**config.mk**
```make
export PLATFORM = sky130hd
export DESIGN_NAME = telemetry_record_byte_stuffer
export DESIGN_NICKNAME = d
export VERILOG_FILES = /design/src/rtl/trsb_pkg.sv /design/src/rtl/trsb_front.sv /design/src/rtl/trsb_queue.sv /design/src/rtl/trsb_back.sv /design/src/rtl/telemetry_record_byte_stuffer.sv
export SDC_FILE = /design/constraint.sdc
export NUM_CORES = 1
export LEC_CHECK = 0
export ABC_AREA = 1
export BUFFER_PORTS_ARGS = -buffer_cell sky130_fd_sc_hd__buf_4
export CAP_MARGIN = 20
export CORE_UTILIZATION = 50
export CTS_CLUSTER_SIZE = 14
export DETAILED_ROUTE_END_ITERATION = 10
export GPL_TIMING_DRIVEN = 0
export PLACE_DENSITY = 0.72
export REMOVE_ABC_BUFFERS = 1
export SLEW_MARGIN = 20
export SYNTH_ARGS = -nofsm -noshare
export SYNTH_HDL_FRONTEND = slang
export SYNTH_SLANG_ARGS = --single-unit
export TNS_END_PERCENT = 20
```
**constraint.sdc**
```tcl
create_clock -name clk_i -period 2.5 [get_ports clk_i]
set_clock_uncertainty 0.1 [all_clocks]
set_input_delay 0.125 -clock clk_i [delete_from_list [all_inputs] [get_ports clk_i]]
set_output_delay 0.125 -clock clk_i [all_outputs]
set_load 0.01 [all_outputs]
```
**src/rtl/trsb_pkg.sv**
```systemverilog
package trsb_pkg;

  // framing and escape codes
  localparam logic [7:0] FRAME_MARK   = 8'h5E;
  localparam logic [7:0] ESCAPE_MARK  = 8'h5D;
  localparam logic [7:0] ESC_OF_FRAME = 8'h3E;
  localparam logic [7:0] ESC_OF_ESC   = 8'h3D;

  // number of stuffed data bytes per record (id, value low, value high)
  localparam int unsigned NUM_DATA = 3;

  // default depth of the queue between front and back
  localparam int unsigned QUEUE_DEPTH = 2;

  // input request
  typedef struct packed {
    logic [7:0]  data_id;
    logic [15:0] value;
    logic        end_frame;
  } in_t;

  // output byte
  typedef struct packed {
    logic [7:0] out_byte;
    logic       last_byte;
  } out_t;

  // classified record: first byte of each data byte, its escape flag and second byte
  typedef struct packed {
    logic [NUM_DATA-1:0]            esc;
    logic [NUM_DATA-1:0][7:0]       first;
    logic [NUM_DATA-1:0][7:0]       second;
    logic                           tail;
  } cls_t;

  // back end sequencer phases
  typedef enum logic [1:0] {
    PH_HEAD,
    PH_FIRST,
    PH_SECOND,
    PH_TAIL
  } phase_e;

endpackage

```
**src/rtl/trsb_front.sv**
```systemverilog
module trsb_front (
  input  logic           in_valid_i,
  output logic           in_ready_o,
  input  trsb_pkg::in_t  in_req_i,
  output logic           push_o,
  input  logic           full_i,
  output trsb_pkg::cls_t cls_o
);

  logic [trsb_pkg::NUM_DATA-1:0][7:0] raw;

  // data bytes in send order
  assign raw[0] = in_req_i.data_id;
  assign raw[1] = in_req_i.value[7:0];
  assign raw[2] = in_req_i.value[15:8];

  // classify each data byte against the two marks
  always_comb begin
    for (int i = 0; i < trsb_pkg::NUM_DATA; i++) begin
      if (raw[i] == trsb_pkg::FRAME_MARK) begin
        cls_o.esc[i]    = 1'b1;
        cls_o.first[i]  = trsb_pkg::ESCAPE_MARK;
        cls_o.second[i] = trsb_pkg::ESC_OF_FRAME;
      end else if (raw[i] == trsb_pkg::ESCAPE_MARK) begin
        cls_o.esc[i]    = 1'b1;
        cls_o.first[i]  = trsb_pkg::ESCAPE_MARK;
        cls_o.second[i] = trsb_pkg::ESC_OF_ESC;
      end else begin
        cls_o.esc[i]    = 1'b0;
        cls_o.first[i]  = raw[i];
        cls_o.second[i] = trsb_pkg::ESC_OF_ESC;
      end
    end
    cls_o.tail = in_req_i.end_frame;
  end

  // request handshake into the queue
  assign in_ready_o = !full_i;
  assign push_o     = in_valid_i && !full_i;

endmodule

```
**src/rtl/trsb_queue.sv**
```systemverilog
module trsb_queue #(
  parameter int unsigned Depth = trsb_pkg::QUEUE_DEPTH
) (
  input  logic           clk_i,
  input  logic           rst_ni,
  input  logic           push_i,
  input  trsb_pkg::cls_t wdata_i,
  output logic           full_o,
  input  logic           pop_i,
  output logic           valid_o,
  output trsb_pkg::cls_t rdata_o
);

  localparam int unsigned PtrW = $clog2(Depth);
  localparam int unsigned CntW = $clog2(Depth + 1);
  localparam logic [PtrW-1:0] LastPtr = PtrW'(Depth - 1);
  localparam logic [CntW-1:0] FullCnt = CntW'(Depth);

  trsb_pkg::cls_t mem_q [Depth];
  logic [PtrW-1:0] wr_ptr_q, wr_ptr_d;
  logic [PtrW-1:0] rd_ptr_q, rd_ptr_d;
  logic [CntW-1:0] cnt_q, cnt_d;

  assign full_o  = (cnt_q == FullCnt);
  assign valid_o = (cnt_q != '0);
  assign rdata_o = mem_q[rd_ptr_q];

  // pointer and count update
  always_comb begin
    wr_ptr_d = wr_ptr_q;
    rd_ptr_d = rd_ptr_q;
    cnt_d    = cnt_q;
    if (push_i) begin
      wr_ptr_d = (wr_ptr_q == LastPtr) ? '0 : wr_ptr_q + 1'b1;
    end
    if (pop_i) begin
      rd_ptr_d = (rd_ptr_q == LastPtr) ? '0 : rd_ptr_q + 1'b1;
    end
    if (push_i && !pop_i) begin
      cnt_d = cnt_q + 1'b1;
    end else if (pop_i && !push_i) begin
      cnt_d = cnt_q - 1'b1;
    end
  end

  always_ff @(posedge clk_i or negedge rst_ni) begin
    if (!rst_ni) begin
      wr_ptr_q <= '0;
      rd_ptr_q <= '0;
      cnt_q    <= '0;
    end else begin
      wr_ptr_q <= wr_ptr_d;
      rd_ptr_q <= rd_ptr_d;
      cnt_q    <= cnt_d;
    end
  end

  // entry storage
  always_ff @(posedge clk_i) begin
    if (push_i) begin
      mem_q[wr_ptr_q] <= wdata_i;
    end
  end

endmodule

```
**src/rtl/trsb_back.sv**
```systemverilog
module trsb_back (
  input  logic            clk_i,
  input  logic            rst_ni,
  input  logic            q_valid_i,
  input  trsb_pkg::cls_t  q_data_i,
  output logic            q_pop_o,
  output logic            out_valid_o,
  input  logic            out_ready_i,
  output trsb_pkg::out_t  out_rsp_o
);

  localparam logic [1:0] LastIdx = 2'(trsb_pkg::NUM_DATA - 1);

  trsb_pkg::phase_e state_q, state_d;
  logic [1:0]       idx_q, idx_d;
  logic             out_valid_q;
  trsb_pkg::out_t   out_q, out_d;
  logic             adv;

  // one byte per cycle whenever a record is queued and the output register is free
  assign adv = (state_q != trsb_pkg::PH_HEAD || q_valid_i) && (!out_valid_q || out_ready_i);

  // sequencer: next phase and the byte it produces
  always_comb begin
    state_d = state_q;
    idx_d   = idx_q;
    out_d   = out_q;
    q_pop_o = 1'b0;
    if (adv) begin
      case (state_q)
        trsb_pkg::PH_HEAD: begin
          out_d.out_byte  = trsb_pkg::FRAME_MARK;
          out_d.last_byte = 1'b0;
          idx_d           = '0;
          state_d         = trsb_pkg::PH_FIRST;
        end
        trsb_pkg::PH_FIRST: begin
          out_d.out_byte  = q_data_i.first[idx_q];
          out_d.last_byte = 1'b0;
          if (q_data_i.esc[idx_q]) begin
            state_d = trsb_pkg::PH_SECOND;
          end else if (idx_q == LastIdx) begin
            if (q_data_i.tail) begin
              state_d = trsb_pkg::PH_TAIL;
            end else begin
              out_d.last_byte = 1'b1;
              q_pop_o         = 1'b1;
              state_d         = trsb_pkg::PH_HEAD;
            end
          end else begin
            idx_d = idx_q + 1'b1;
          end
        end
        trsb_pkg::PH_SECOND: begin
          out_d.out_byte  = q_data_i.second[idx_q];
          out_d.last_byte = 1'b0;
          if (idx_q == LastIdx) begin
            if (q_data_i.tail) begin
              state_d = trsb_pkg::PH_TAIL;
            end else begin
              out_d.last_byte = 1'b1;
              q_pop_o         = 1'b1;
              state_d         = trsb_pkg::PH_HEAD;
            end
          end else begin
            idx_d   = idx_q + 1'b1;
            state_d = trsb_pkg::PH_FIRST;
          end
        end
        trsb_pkg::PH_TAIL: begin
          out_d.out_byte  = trsb_pkg::FRAME_MARK;
          out_d.last_byte = 1'b1;
          q_pop_o         = 1'b1;
          state_d         = trsb_pkg::PH_HEAD;
        end
        default: begin
          state_d = trsb_pkg::PH_HEAD;
        end
      endcase
    end
  end

  always_ff @(posedge clk_i or negedge rst_ni) begin
    if (!rst_ni) begin
      state_q     <= trsb_pkg::PH_HEAD;
      idx_q       <= '0;
      out_valid_q <= 1'b0;
    end else begin
      state_q <= state_d;
      idx_q   <= idx_d;
      if (adv) begin
        out_valid_q <= 1'b1;
      end else if (out_ready_i) begin
        out_valid_q <= 1'b0;
      end
    end
  end

  // output byte register
  always_ff @(posedge clk_i) begin
    out_q <= out_d;
  end

  assign out_valid_o = out_valid_q;
  assign out_rsp_o   = out_q;

  // a record leaves the queue only with its final byte
  a_pop_on_last: assert property (@(posedge clk_i) disable iff (!rst_ni)
    q_pop_o |-> out_d.last_byte)
    else $error("queue popped on a byte that is not last");

  // queue head must stay present while a record is being sent
  a_head_held: assert property (@(posedge clk_i) disable iff (!rst_ni)
    (state_q != trsb_pkg::PH_HEAD) |-> q_valid_i)
    else $error("record left the queue mid-sequence");

  // a record always starts with the frame mark
  a_header_byte: assert property (@(posedge clk_i) disable iff (!rst_ni)
    (adv && state_q == trsb_pkg::PH_HEAD) |=> (out_q.out_byte == trsb_pkg::FRAME_MARK))
    else $error("record did not start with the frame mark");

  // the data index never runs past the last data byte
  a_idx_range: assert property (@(posedge clk_i) disable iff (!rst_ni)
    (state_q == trsb_pkg::PH_FIRST || state_q == trsb_pkg::PH_SECOND) |-> (idx_q <= LastIdx))
    else $error("data index out of range");

endmodule

```
**src/rtl/telemetry_record_byte_stuffer.sv**
```systemverilog
// Telemetry record byte stuffer. Each accepted request (data id, 16-bit value,
// end-of-frame flag) is sent as a frame mark 0x5E, then the id, the value's low
// byte and its high byte, each escaped (0x5E -> 0x5D 0x3E, 0x5D -> 0x5D 0x3D),
// and, when end_frame is set, a closing 0x5E; last_byte marks the final byte of
// each request. A request produces 4 to 8 bytes and the back end sequencer
// emits one byte per cycle while a request is queued and the output register
// is free, with no gaps between queued requests. The front end classifies
// requests and stores them in a QueueDepth-entry queue, so up to QueueDepth
// requests, the one being sent included, are held while bytes are sent or
// stalled; the first byte passes through the queue and then the output register.
module telemetry_record_byte_stuffer #(
  parameter int unsigned QueueDepth = trsb_pkg::QUEUE_DEPTH
) (
  input  logic           clk_i,
  input  logic           rst_ni,
  input  logic           in_valid_i,
  output logic           in_ready_o,
  input  trsb_pkg::in_t  in_req_i,
  output logic           out_valid_o,
  input  logic           out_ready_i,
  output trsb_pkg::out_t out_rsp_o
);

  logic           push;
  logic           full;
  logic           pop;
  logic           q_valid;
  trsb_pkg::cls_t cls_w;
  trsb_pkg::cls_t cls_r;

  // accept and classify
  trsb_front u_front (
    .in_valid_i (in_valid_i),
    .in_ready_o (in_ready_o),
    .in_req_i   (in_req_i),
    .push_o     (push),
    .full_i     (full),
    .cls_o      (cls_w)
  );

  // decoupling queue
  trsb_queue #(
    .Depth (QueueDepth)
  ) u_queue (
    .clk_i   (clk_i),
    .rst_ni  (rst_ni),
    .push_i  (push),
    .wdata_i (cls_w),
    .full_o  (full),
    .pop_i   (pop),
    .valid_o (q_valid),
    .rdata_o (cls_r)
  );

  // byte sequencer and output register
  trsb_back u_back (
    .clk_i       (clk_i),
    .rst_ni      (rst_ni),
    .q_valid_i   (q_valid),
    .q_data_i    (cls_r),
    .q_pop_o     (pop),
    .out_valid_o (out_valid_o),
    .out_ready_i (out_ready_i),
    .out_rsp_o   (out_rsp_o)
  );

endmodule
```
==> flow_summary.toml, run 1 <==
[run_status]
status = "finished, final reports clean"

[critical_path]
crit_type = "reg -> reg"
worstSetupStartpointType = "register"
worst_path_max_delay_cell = "dfrtp_4"
path_buf_inv = 2
worstPathRequired_ns = 2.64
critPathCaptureType = "register"
path_max_fanout = 6
cpPeakStageDelay_ns = 0.53
cpMostUsedCell = "nand3_2"
cp_top_family = "adder cells"
cp_data_arrival_time_ns = 2.47
path_cells = "clkinvlp_4 > ha_2 > nand3_2 > o21bai_1 > inv_1 > nand2_2 > nand3_2 > ha_1 > a21oi_1 > o21ai_0 > xor2_1"

[sta]
worstMarginPinSlew_ns = 0.547
slew_viol_final = 0
post-route-min-period_ns = 2.33
fin_crit_sh_pct = 93.3
hold_viol_final = 0
finalSetupViolations = 0
max_slew_margin_pct = 63.4
fmax_mhz = 429
rsz0062_at_grt = "false"

[clock_tree]
ctsRootBufferMaster = "clkbuf_8"
cts_made_buffers = 9
clkSlewWorstSetupHoldPaths_ns = 0.09
numClockSinks = 86
clockBufferDepth = 2
clk_latency_ns = 0.35
cts_tree = "built"
h-tree-depth = 3

[drt]
totalWireLength_mm = 7.53
ant_nets = 0
drcViolationCount = 0
drtPass1Iterations = 4
via_per_inst = 5.07
num_vias = 2624
wl_per_cell_um = 14.5
drt_iter0_markers = 158

[logic_synthesis]
synth_top_area_share_pct = 59.7
yosysUniqueCellTypes = 31
yosysTopAreaCell = "edfxtp_1"
synth_most_common_cell = "edfxtp_1"
synth-seq-area-share_pct = 65.6
avgSynthCellArea_um2 = 10.9
async_flop_share_pct = 10.5
syn-cell-area_um2 = 3870
yosys_warnings = 0
ys_ff_latch = 86
synth_flop_cell = "edfxtp_1"
synth_commonest_cells = "edfxtp_1, nand2_1, nor2_1"
synth_edf_count = 77
synthCells = 356
netlist_top_cells_area = "edfxtp_1, nand2_1, dfrtp_1"

[place]
placed_area_um2 = 4230
port_buffers = 39
dpl.hpwl_mm = 4.48
gp_congestion = 0.836

[final_layout]
num-nets-final = 452
post-route-util_pct = 64.7
design_area_um2 = 4770
num_antenna_cells = 0
area_growth_pct = 23.1
layout-drive-gt1-share_pct = 22.2

[global_routing]
overflow = 0
track_usage_pct = 18.8
grt_antenna_before_repair = 0
grt_max_degree = 37
grt_pass1_vias = 2466
grt_pass1_wl_mm = 11.7

[pwr]
p_leak_uw = 0.00190
ir_drop_mv = 0.538
cellPowerDensity_nw_per_um2 = 1050

[floorplan]
ios = 40
dieHeight_um = 90.0
die_area_um2 = 8100
rows = 31
start_util_pct = 52.5
core_um2 = 7370
die_x_um = 90.0

[hold_path]
min_path_type = "in -> reg"

[flow_run]
max-cap-violations = 0
what timing repair did:
action | in CTS | in global routing
setup endpoints to repair | 2 | 1
pin swaps | 0 | 2
hold buffers | 22 | 0
resized for setup | 5 | 6
setup buffers | 2 | 10
endpoints found under the hold margin | 51 | 0
cell usage in the layout, fill, tap and decap left out, types with 3 or more instances in the layout:
master         Yosys  final
edfxtp_1          77     77
dfrtp_1            9      7
nor2_4             1      3
o22ai_1           11     11
inv_1             28     27
nand3_2            3      4
nand2_1           62     62
nor3_1             3      3
clkbuf_8           0      9
o21ai_0           31     31
buf_4              3     50
dlygate4sd3_1      0     22
nor2_1            51     49
a21oi_1            9      9
nand2_2            5      5
nand3_1            8      7
ha_1               9      6
o21ai_1            7      7
registers in the layout, indices dropped and copies added, names as in the netlist:
signal and flops:
u_queue.rd_ptr_q 1, u_queue.wr_ptr_q 1, u_queue.mem_q 68, u_queue.cnt_q 2, u_back.state_q 2, u_back.idx_q 2
u_back.out_valid_o 1, u_back.out_rsp_o 9
power breakdown:
| group | internal (uW) | leakage [uW] | total [uW] | switching (uW) |
|---|---|---|---|---|
| logic | 751 | 0.000976 | 1930 | 1180 |
| registers | 2030 | 0.000835 | 2180 | 155 |
| clock network | 379 | 0.0000894 | 895 | 516 |
| total | 3160 | 0.00190 | 5010 | 1850 |
worst paths after layout:
path | start | end | slack, ns | depth (start not counted)
min | in_req_i[17] | u_queue.mem_q[0][7] | 0.02 | 3
max in group asynchronous | rst_ni | u_back.idx_q[0] | 2.10 | 2
max reg2reg | u_back.idx_q[0] | u_queue.cnt_q[1] | 0.17 | 11
min reg2reg | u_queue.cnt_q[0] | u_queue.cnt_q[0] | 0.39 | 1
max | u_back.idx_q[0] | u_queue.cnt_q[1] | 0.17 | 11
min in group asynchronous | rst_ni | u_back.out_valid_o | 0.04 | 2
through the flow:
stage	total power [uW]	hold WS [ns]	TNS, ns	setup WS, ns	cells
after floorplan	3280	-0.271	-9.25	-0.151	328
after global placement	3810	-0.146	-62.08	-0.892	466
after detailed placement	3900	-0.144	-0.478	-0.376	468
after CTS	4840	0.00362	0	0.0229	508
after global routing	5340	0.0341	0	0.0151	518
final	5010	0.0210	0	0.169	518
worst min-delay path: cells and delay by family:
kind / cells / cell delay (ns)
and+or+nand+nor: 1 / 0.10
buffers and inverters: 2 / 0.13
logic make-up after synthesis:
group                      synth area share (%)
AOI/OAI and AO/OA                          9.34
xor gates and xnor gates                  0.453
adders and majority gates                  2.91
buffers and inverters                      6.43
DFF                                        65.6
and+or+nand+nor                            15.3
metal layers:
| layer | part of all wire (%) | vias to the layer above | track usage, % |
|---|---|---|---|
| li1 | - | 1311 | - |
| met1 | 46 | 1245 | 25.2 |
| met2 | 50 | 59 | 31.5 |
| met4 | 0.89 | 0 | 6.85 |
| met5 | 0 | - | 0 |
| met3 | 3.6 | 9 | 2.62 |
final cells by class:
class / count / area (um^2)
well taps: 99 / 124
clock inverters: 6 / 53.8
clock buffers: 10 / 128
inverters: 30 / 129
flip-flops and latches: 86 / 2540
fillers: 564 / 2600
multi-input cells: 212 / 1120
repair buffers: 75 / 666
Note: power is estimated with default switching activity, not from simulation.
==> inputs of run 2 (changes only) <==
--- a/config.mk
+++ b/config.mk
@@ -9,13 +9,14 @@
 export BUFFER_PORTS_ARGS = -buffer_cell sky130_fd_sc_hd__buf_4
 export CAP_MARGIN = 20
 export CORE_UTILIZATION = 50
+export CTS_BUF_LIST = sky130_fd_sc_hd__clkbuf_8 sky130_fd_sc_hd__clkbuf_16
 export CTS_CLUSTER_SIZE = 14
 export DETAILED_ROUTE_END_ITERATION = 10
 export GPL_TIMING_DRIVEN = 0
-export PLACE_DENSITY = 0.72
+export PLACE_DENSITY = 0.69
 export REMOVE_ABC_BUFFERS = 1
 export SLEW_MARGIN = 20
 export SYNTH_ARGS = -nofsm -noshare
 export SYNTH_HDL_FRONTEND = slang
 export SYNTH_SLANG_ARGS = --single-unit
-export TNS_END_PERCENT = 20
+export TNS_END_PERCENT = 10
==> constraint.sdc (replaced) <==
create_clock -name clk_i -period 2.8 [get_ports clk_i]
set_clock_uncertainty 0.1 [all_clocks]
set_input_delay 0.14 -clock clk_i [delete_from_list [all_inputs] [get_ports clk_i]]
set_output_delay 0.14 -clock clk_i [all_outputs]
set_load 0.01 [all_outputs]
==> flow_summary.toml, run 2 (synthesis gave the netlist of run 1 again) <==
[clock_tree]
clk_latency_ns = 0.36
cts_made_buffers = 9
clockBufferDepth = 2
numClockSinks = 86
cts_tree = "built"
h-tree-depth = 3
clkSlewWorstSetupHoldPaths_ns = 0.08
cts_setup_buffers = 0
ctsRootBufferMaster = "clkbuf_8"

[final_layout]
final_common_cell = "edfxtp_1"
largest_reg_flops = 68
layout.cells.non_filler = 505
layout-drive-gt1-share_pct = 19.0
num-nets-final = 439
design_area_um2 = 4630
regMostFlops = "u_queue.mem_q"
fillers = 585
final_cell_mix = "edfxtp_1, nand2_1, nor2_1"
num_antenna_cells = 0
area_growth_pct = 19.7

[drt]
ant_nets = 0
num_vias = 2605
drtPass1Iterations = 4
via_per_inst = 5.16
drcViolationCount = 0
drt_iter0_markers = 148
wl_per_cell_um = 14.5
totalWireLength_mm = 7.33

[pwr]
p_sw_uw = 1590
ir_drop_mv = 0.399
pwr-share-clk_pct = 19.8
intPower_uw = 2770
cellPowerDensity_nw_per_um2 = 941
p_comb_share_pct = 34.0
swShare_pct = 36.5
pwr-share-seq_pct = 46.2
p_leak_uw = 0.00184

[sta]
post-route-min-period_ns = 2.59
fmax_mhz = 387
hold_viol_final = 0
max_slew_margin_pct = 64.3
slew_viol_final = 0
rsz0062_at_grt = "false"
fin_tns_setup_ns = 0
finalSetupViolations = 0
worstMarginPinSlew_ns = 0.535
fin_crit_sh_pct = 92.4

[floorplan]
dieHeight_um = 90.0
core_um2 = 7370
die_area_um2 = 8100
rows = 31
ios = 40
die_x_um = 90.0
start_util_pct = 52.5

[place]
gp_congestion = 0.840
placed_area_um2 = 4220
placedCellCount = 468
port_buffers = 39
dpl.hpwl_mm = 4.65

[global_routing]
overflow = 0
grt_max_degree = 37
grt_pass1_wl_mm = 12.0
grt_pass1_vias = 2494
track_usage_pct = 19.7
grt_antenna_before_repair = 0

[critical_path]
cpMostUsedCell = "ha_1"
reg2reg_to = "u_queue.cnt_q[1]"
worst_path_max_delay_cell = "dfrtp_2"
path_depth = 11
path_cells = "clkinvlp_4 > ha_1 > nand3_1 > o21bai_1 > inv_1 > nand2_2 > nand3_2 > ha_1 > a21oi_1 > o21ai_0 > xor2_1"
ff2ff_setup_slack_ns = 0.21
critPathCaptureType = "register"
crit_type = "reg -> reg"
cp_data_arrival_time_ns = 2.73
startpoint = "u_back.idx_q[0]"
r2r-start = "u_back.idx_q[0]"
cp-endpoint = "u_queue.cnt_q[1]"
path_max_fanout = 14
cp_top_family = "adder cells"
cpPeakStageDelay_ns = 0.58
rr_worst_depth = 11
path_buf_inv = 2
worstSetupStartpointType = "register"
worstPathRequired_ns = 2.94

[hold_path]
min_path_type = "in -> reg"

[run_status]
status = "finished, final reports clean"

[flow_run]
max-cap-violations = 0
## run 2: worst min path at each step
stage               cells past startpoint  slack, ns              endpoint          from
floorplan                               0      -0.26       u_back.idx_q[0]        rst_ni
global placement                        1      -0.13    u_back.out_valid_o        rst_ni
detailed placement                      1      -0.13    u_back.out_valid_o        rst_ni
CTS                                     3      0.001   u_queue.mem_q[1][7]  in_req_i[17]
global route                            3       0.01   u_queue.mem_q[1][7]  in_req_i[17]
finish                                  3      0.008  u_queue.mem_q[1][23]   in_req_i[9]
## run 2: tightest hold or removal path, delay by kind of cell
kind,cells,cell delay [ns]
buffers and inverters,2,0.13
and+or+nand+nor,1,0.08
## run 2: power by group through the flow
stage	logic, uW	registers [uW]	clock network [uW]
floorplan	907	2020	0
global placement	1370	2040	0
detailed placement	1450	2030	0
CTS	1490	2010	876
global route	1670	2050	935
finish	1480	2010	864
## run 2: final cells by class
type                    instances  area [um^2]  area share, %
well taps                      99          124           2.67
clock inverters                 7         71.3           1.54
inverters                      30          121           2.62
flip-flops and latches         86         2540           54.9
clock buffers                   9          124           2.67
multi-input cells             212         1100           23.7
repair buffers                 62          551           11.9
## run 2: layer usage
metal | wire length, um | vias to the layer above | part of all wire, % | GRT usage (%)
li1 | - | 1282 | - | -
met1 | 3410 | 1257 | 47 | 26.0
met2 | 3500 | 54 | 48 | 31.4
met3 | 294 | 12 | 4.0 | 4.91
met4 | 123 | 0 | 1.7 | 8.20
met5 | 0 | - | 0 | 0
## run 2: timing repair
action,CTS,global route
resized for setup,2,1
pin swaps,0,0
endpoints found under the setup margin,1,1
hold buffers,21,0
endpoints found under the hold margin,49,0
## run 2: through the flow
step	hold WS (ns)	worst slack [ns]	total power [uW]	util, %
after floorplan	-0.256	0.149	2930	-
after global placement	-0.130	-0.671	3410	56.4
after detailed placement	-0.130	-0.0400	3490	57.2
after CTS	0.00145	0.114	4370	62.8
after global routing	0.0114	0.0267	4650	62.9
final	0.00793	0.214	4360	62.9
==> inputs of run 3 (changes only) <==
--- a/config.mk
+++ b/config.mk
@@ -13,6 +13,7 @@
 export CTS_CLUSTER_SIZE = 14
 export DETAILED_ROUTE_END_ITERATION = 10
 export GPL_TIMING_DRIVEN = 0
+export HOLD_SLACK_MARGIN = 0.08
 export PLACE_DENSITY = 0.69
 export REMOVE_ABC_BUFFERS = 1
 export SLEW_MARGIN = 20
==> flow_summary.toml, run 3 (synthesis gave the netlist of run 1 again) <==
[clock_tree]
h-tree-depth = 3
clkSlewWorstSetupHoldPaths_ns = 0.08
numClockSinks = 86
ctsRootBufferMaster = "clkbuf_8"
cts_tree = "built"
cts_made_buffers = 9
clk_latency_ns = 0.36
clockBufferDepth = 2

[critical_path]
reg2reg_to = "u_queue.cnt_q[1]"
cp_data_arrival_time_ns = 2.72
crit_type = "reg -> reg"
rr_worst_depth = 11
ff2ff_setup_slack_ns = 0.21
path_max_fanout = 14
critPathCaptureType = "register"
worstSetupStartpointType = "register"
r2r-start = "u_back.idx_q[0]"
worstPathRequired_ns = 2.93

[drt]
drcViolationCount = 0
num_vias = 2626
totalWireLength_mm = 7.37
via_per_inst = 5.15
drtPass1Iterations = 4
wl_per_cell_um = 14.4
ant_nets = 0
drt_iter0_markers = 150

[flow_run]
max-cap-violations = 0

[hold_path]
min_path_type = "in -> reg"
hold_end = "u_queue.mem_q[1][16]"
holdPathStages = 3
min_from = "in_req_i[2]"

[final_layout]
seq_area_um2 = 2540
final_common_cell = "edfxtp_1"
final_cell_mix = "edfxtp_1, nand2_1, nor2_1"
layout-drive-gt1-share_pct = 18.7
layout.cells.non_filler = 510
num_antenna_cells = 0
multiInputGateArea_um2 = 1100
largest_reg_flops = 68
num-nets-final = 444
area_growth_pct = 21.0
fillers = 581
design_area_um2 = 4680
regMostFlops = "u_queue.mem_q"

[sta]
finalSetupViolations = 0
worstMarginPinSlew_ns = 0.538
slew_viol_final = 0
worst_slack_ns = 0.214
fmax_mhz = 387
hold_viol_final = 0
rsz0062_at_grt = "false"
fin_crit_sh_pct = 92.4
post-route-min-period_ns = 2.59
max_slew_margin_pct = 64.0
whs_ns = 0.0964

[pwr]
cellPowerDensity_nw_per_um2 = 934
finalPower_uw = 4370
ir_drop_mv = 0.402
p_leak_uw = 0.00186

[global_routing]
overflow = 0
grt_max_degree = 37
grt_pass1_vias = 2484
grt_pass1_wl_mm = 12.1
track_usage_pct = 19.8
grt_antenna_before_repair = 0

[floorplan]
rows = 31
die_area_um2 = 8100
core_um2 = 7370
die_x_um = 90.0
start_util_pct = 52.5
ios = 40
dieHeight_um = 90.0

[place]
placed_area_um2 = 4220
dpl.hpwl_mm = 4.65
dp_worst_setup_slack_ns = -0.0400
port_buffers = 39
gp_congestion = 0.840
placedCellCount = 468

[run_status]
status = "finished, final reports clean"
## run 3: cell type report
type                            count  area share [%]
Inverter                           30            2.59
Timing Repair Buffer               67            12.8
Clock buffer                        9            2.65
Sequential cell                    86            54.3
Tap cell                           99            2.65
Multi-Input combinational cell    212            23.5
Clock inverter                      7            1.52
## run 3: timing repair
action,in CTS,in global routing
hold buffers,26,0
buffers inserted,0,0
resized for setup,2,1
setup endpoints to repair,1,1
hold endpoints to repair,60,0
## run 3: worst max path at each step
stage                       from              endpoint  slack, ns  cells after the start
4_1_cts         u_queue.rd_ptr_q      u_queue.cnt_q[1]       0.11                     11
2_1_floorplan   u_queue.cnt_q[0]   u_queue.mem_q[1][0]       0.15                      4
5_1_grt        u_back.state_q[1]      u_queue.cnt_q[1]       0.03                     11
3_3_place_gp    u_queue.cnt_q[0]  u_queue.mem_q[1][13]      -0.67                      4
3_5_place_dp     u_back.idx_q[0]      u_queue.cnt_q[1]      -0.04                     11
6_report         u_back.idx_q[0]      u_queue.cnt_q[1]       0.21                     11
## run 3: where the power goes
group | switching [uW] | internal, uW
combinational | 938 | 550
sequential | 206 | 1810
clock | 456 | 414
total | 1600 | 2770
## run 3: layer usage
layer | part of all wire, % | vias to the layer above | wire length, um | track usage [%]
li1 | - | 1293 | - | -
met1 | 45 | 1249 | 3350 | 26.3
met2 | 47 | 72 | 3490 | 31.4
met3 | 5.5 | 12 | 404 | 4.91
met4 | 1.7 | 0 | 123 | 8.20
met5 | 0 | - | 0 | 0
## run 3: per-stage QoR
step / utilization (%) / setup TNS (ns)
5_1_grt: 63.5 / 0
3_3_place_gp: 56.4 / -45.57
2_1_floorplan: - / 0
4_1_cts: 63.5 / 0
6_report: 63.5 / 0
3_5_place_dp: 57.2 / -0.0400
## run 3: critical path, cell delays in order (launching register included)
cell and delay, ns:
dfrtp_2 0.58, clkinvlp_4 0.34, ha_1 0.34, nand3_1 0.16, o21bai_1 0.08, inv_1 0.08
nand2_2 0.07, nand3_2 0.06, ha_1 0.25, a21oi_1 0.12, o21ai_0 0.12, xor2_1 0.16
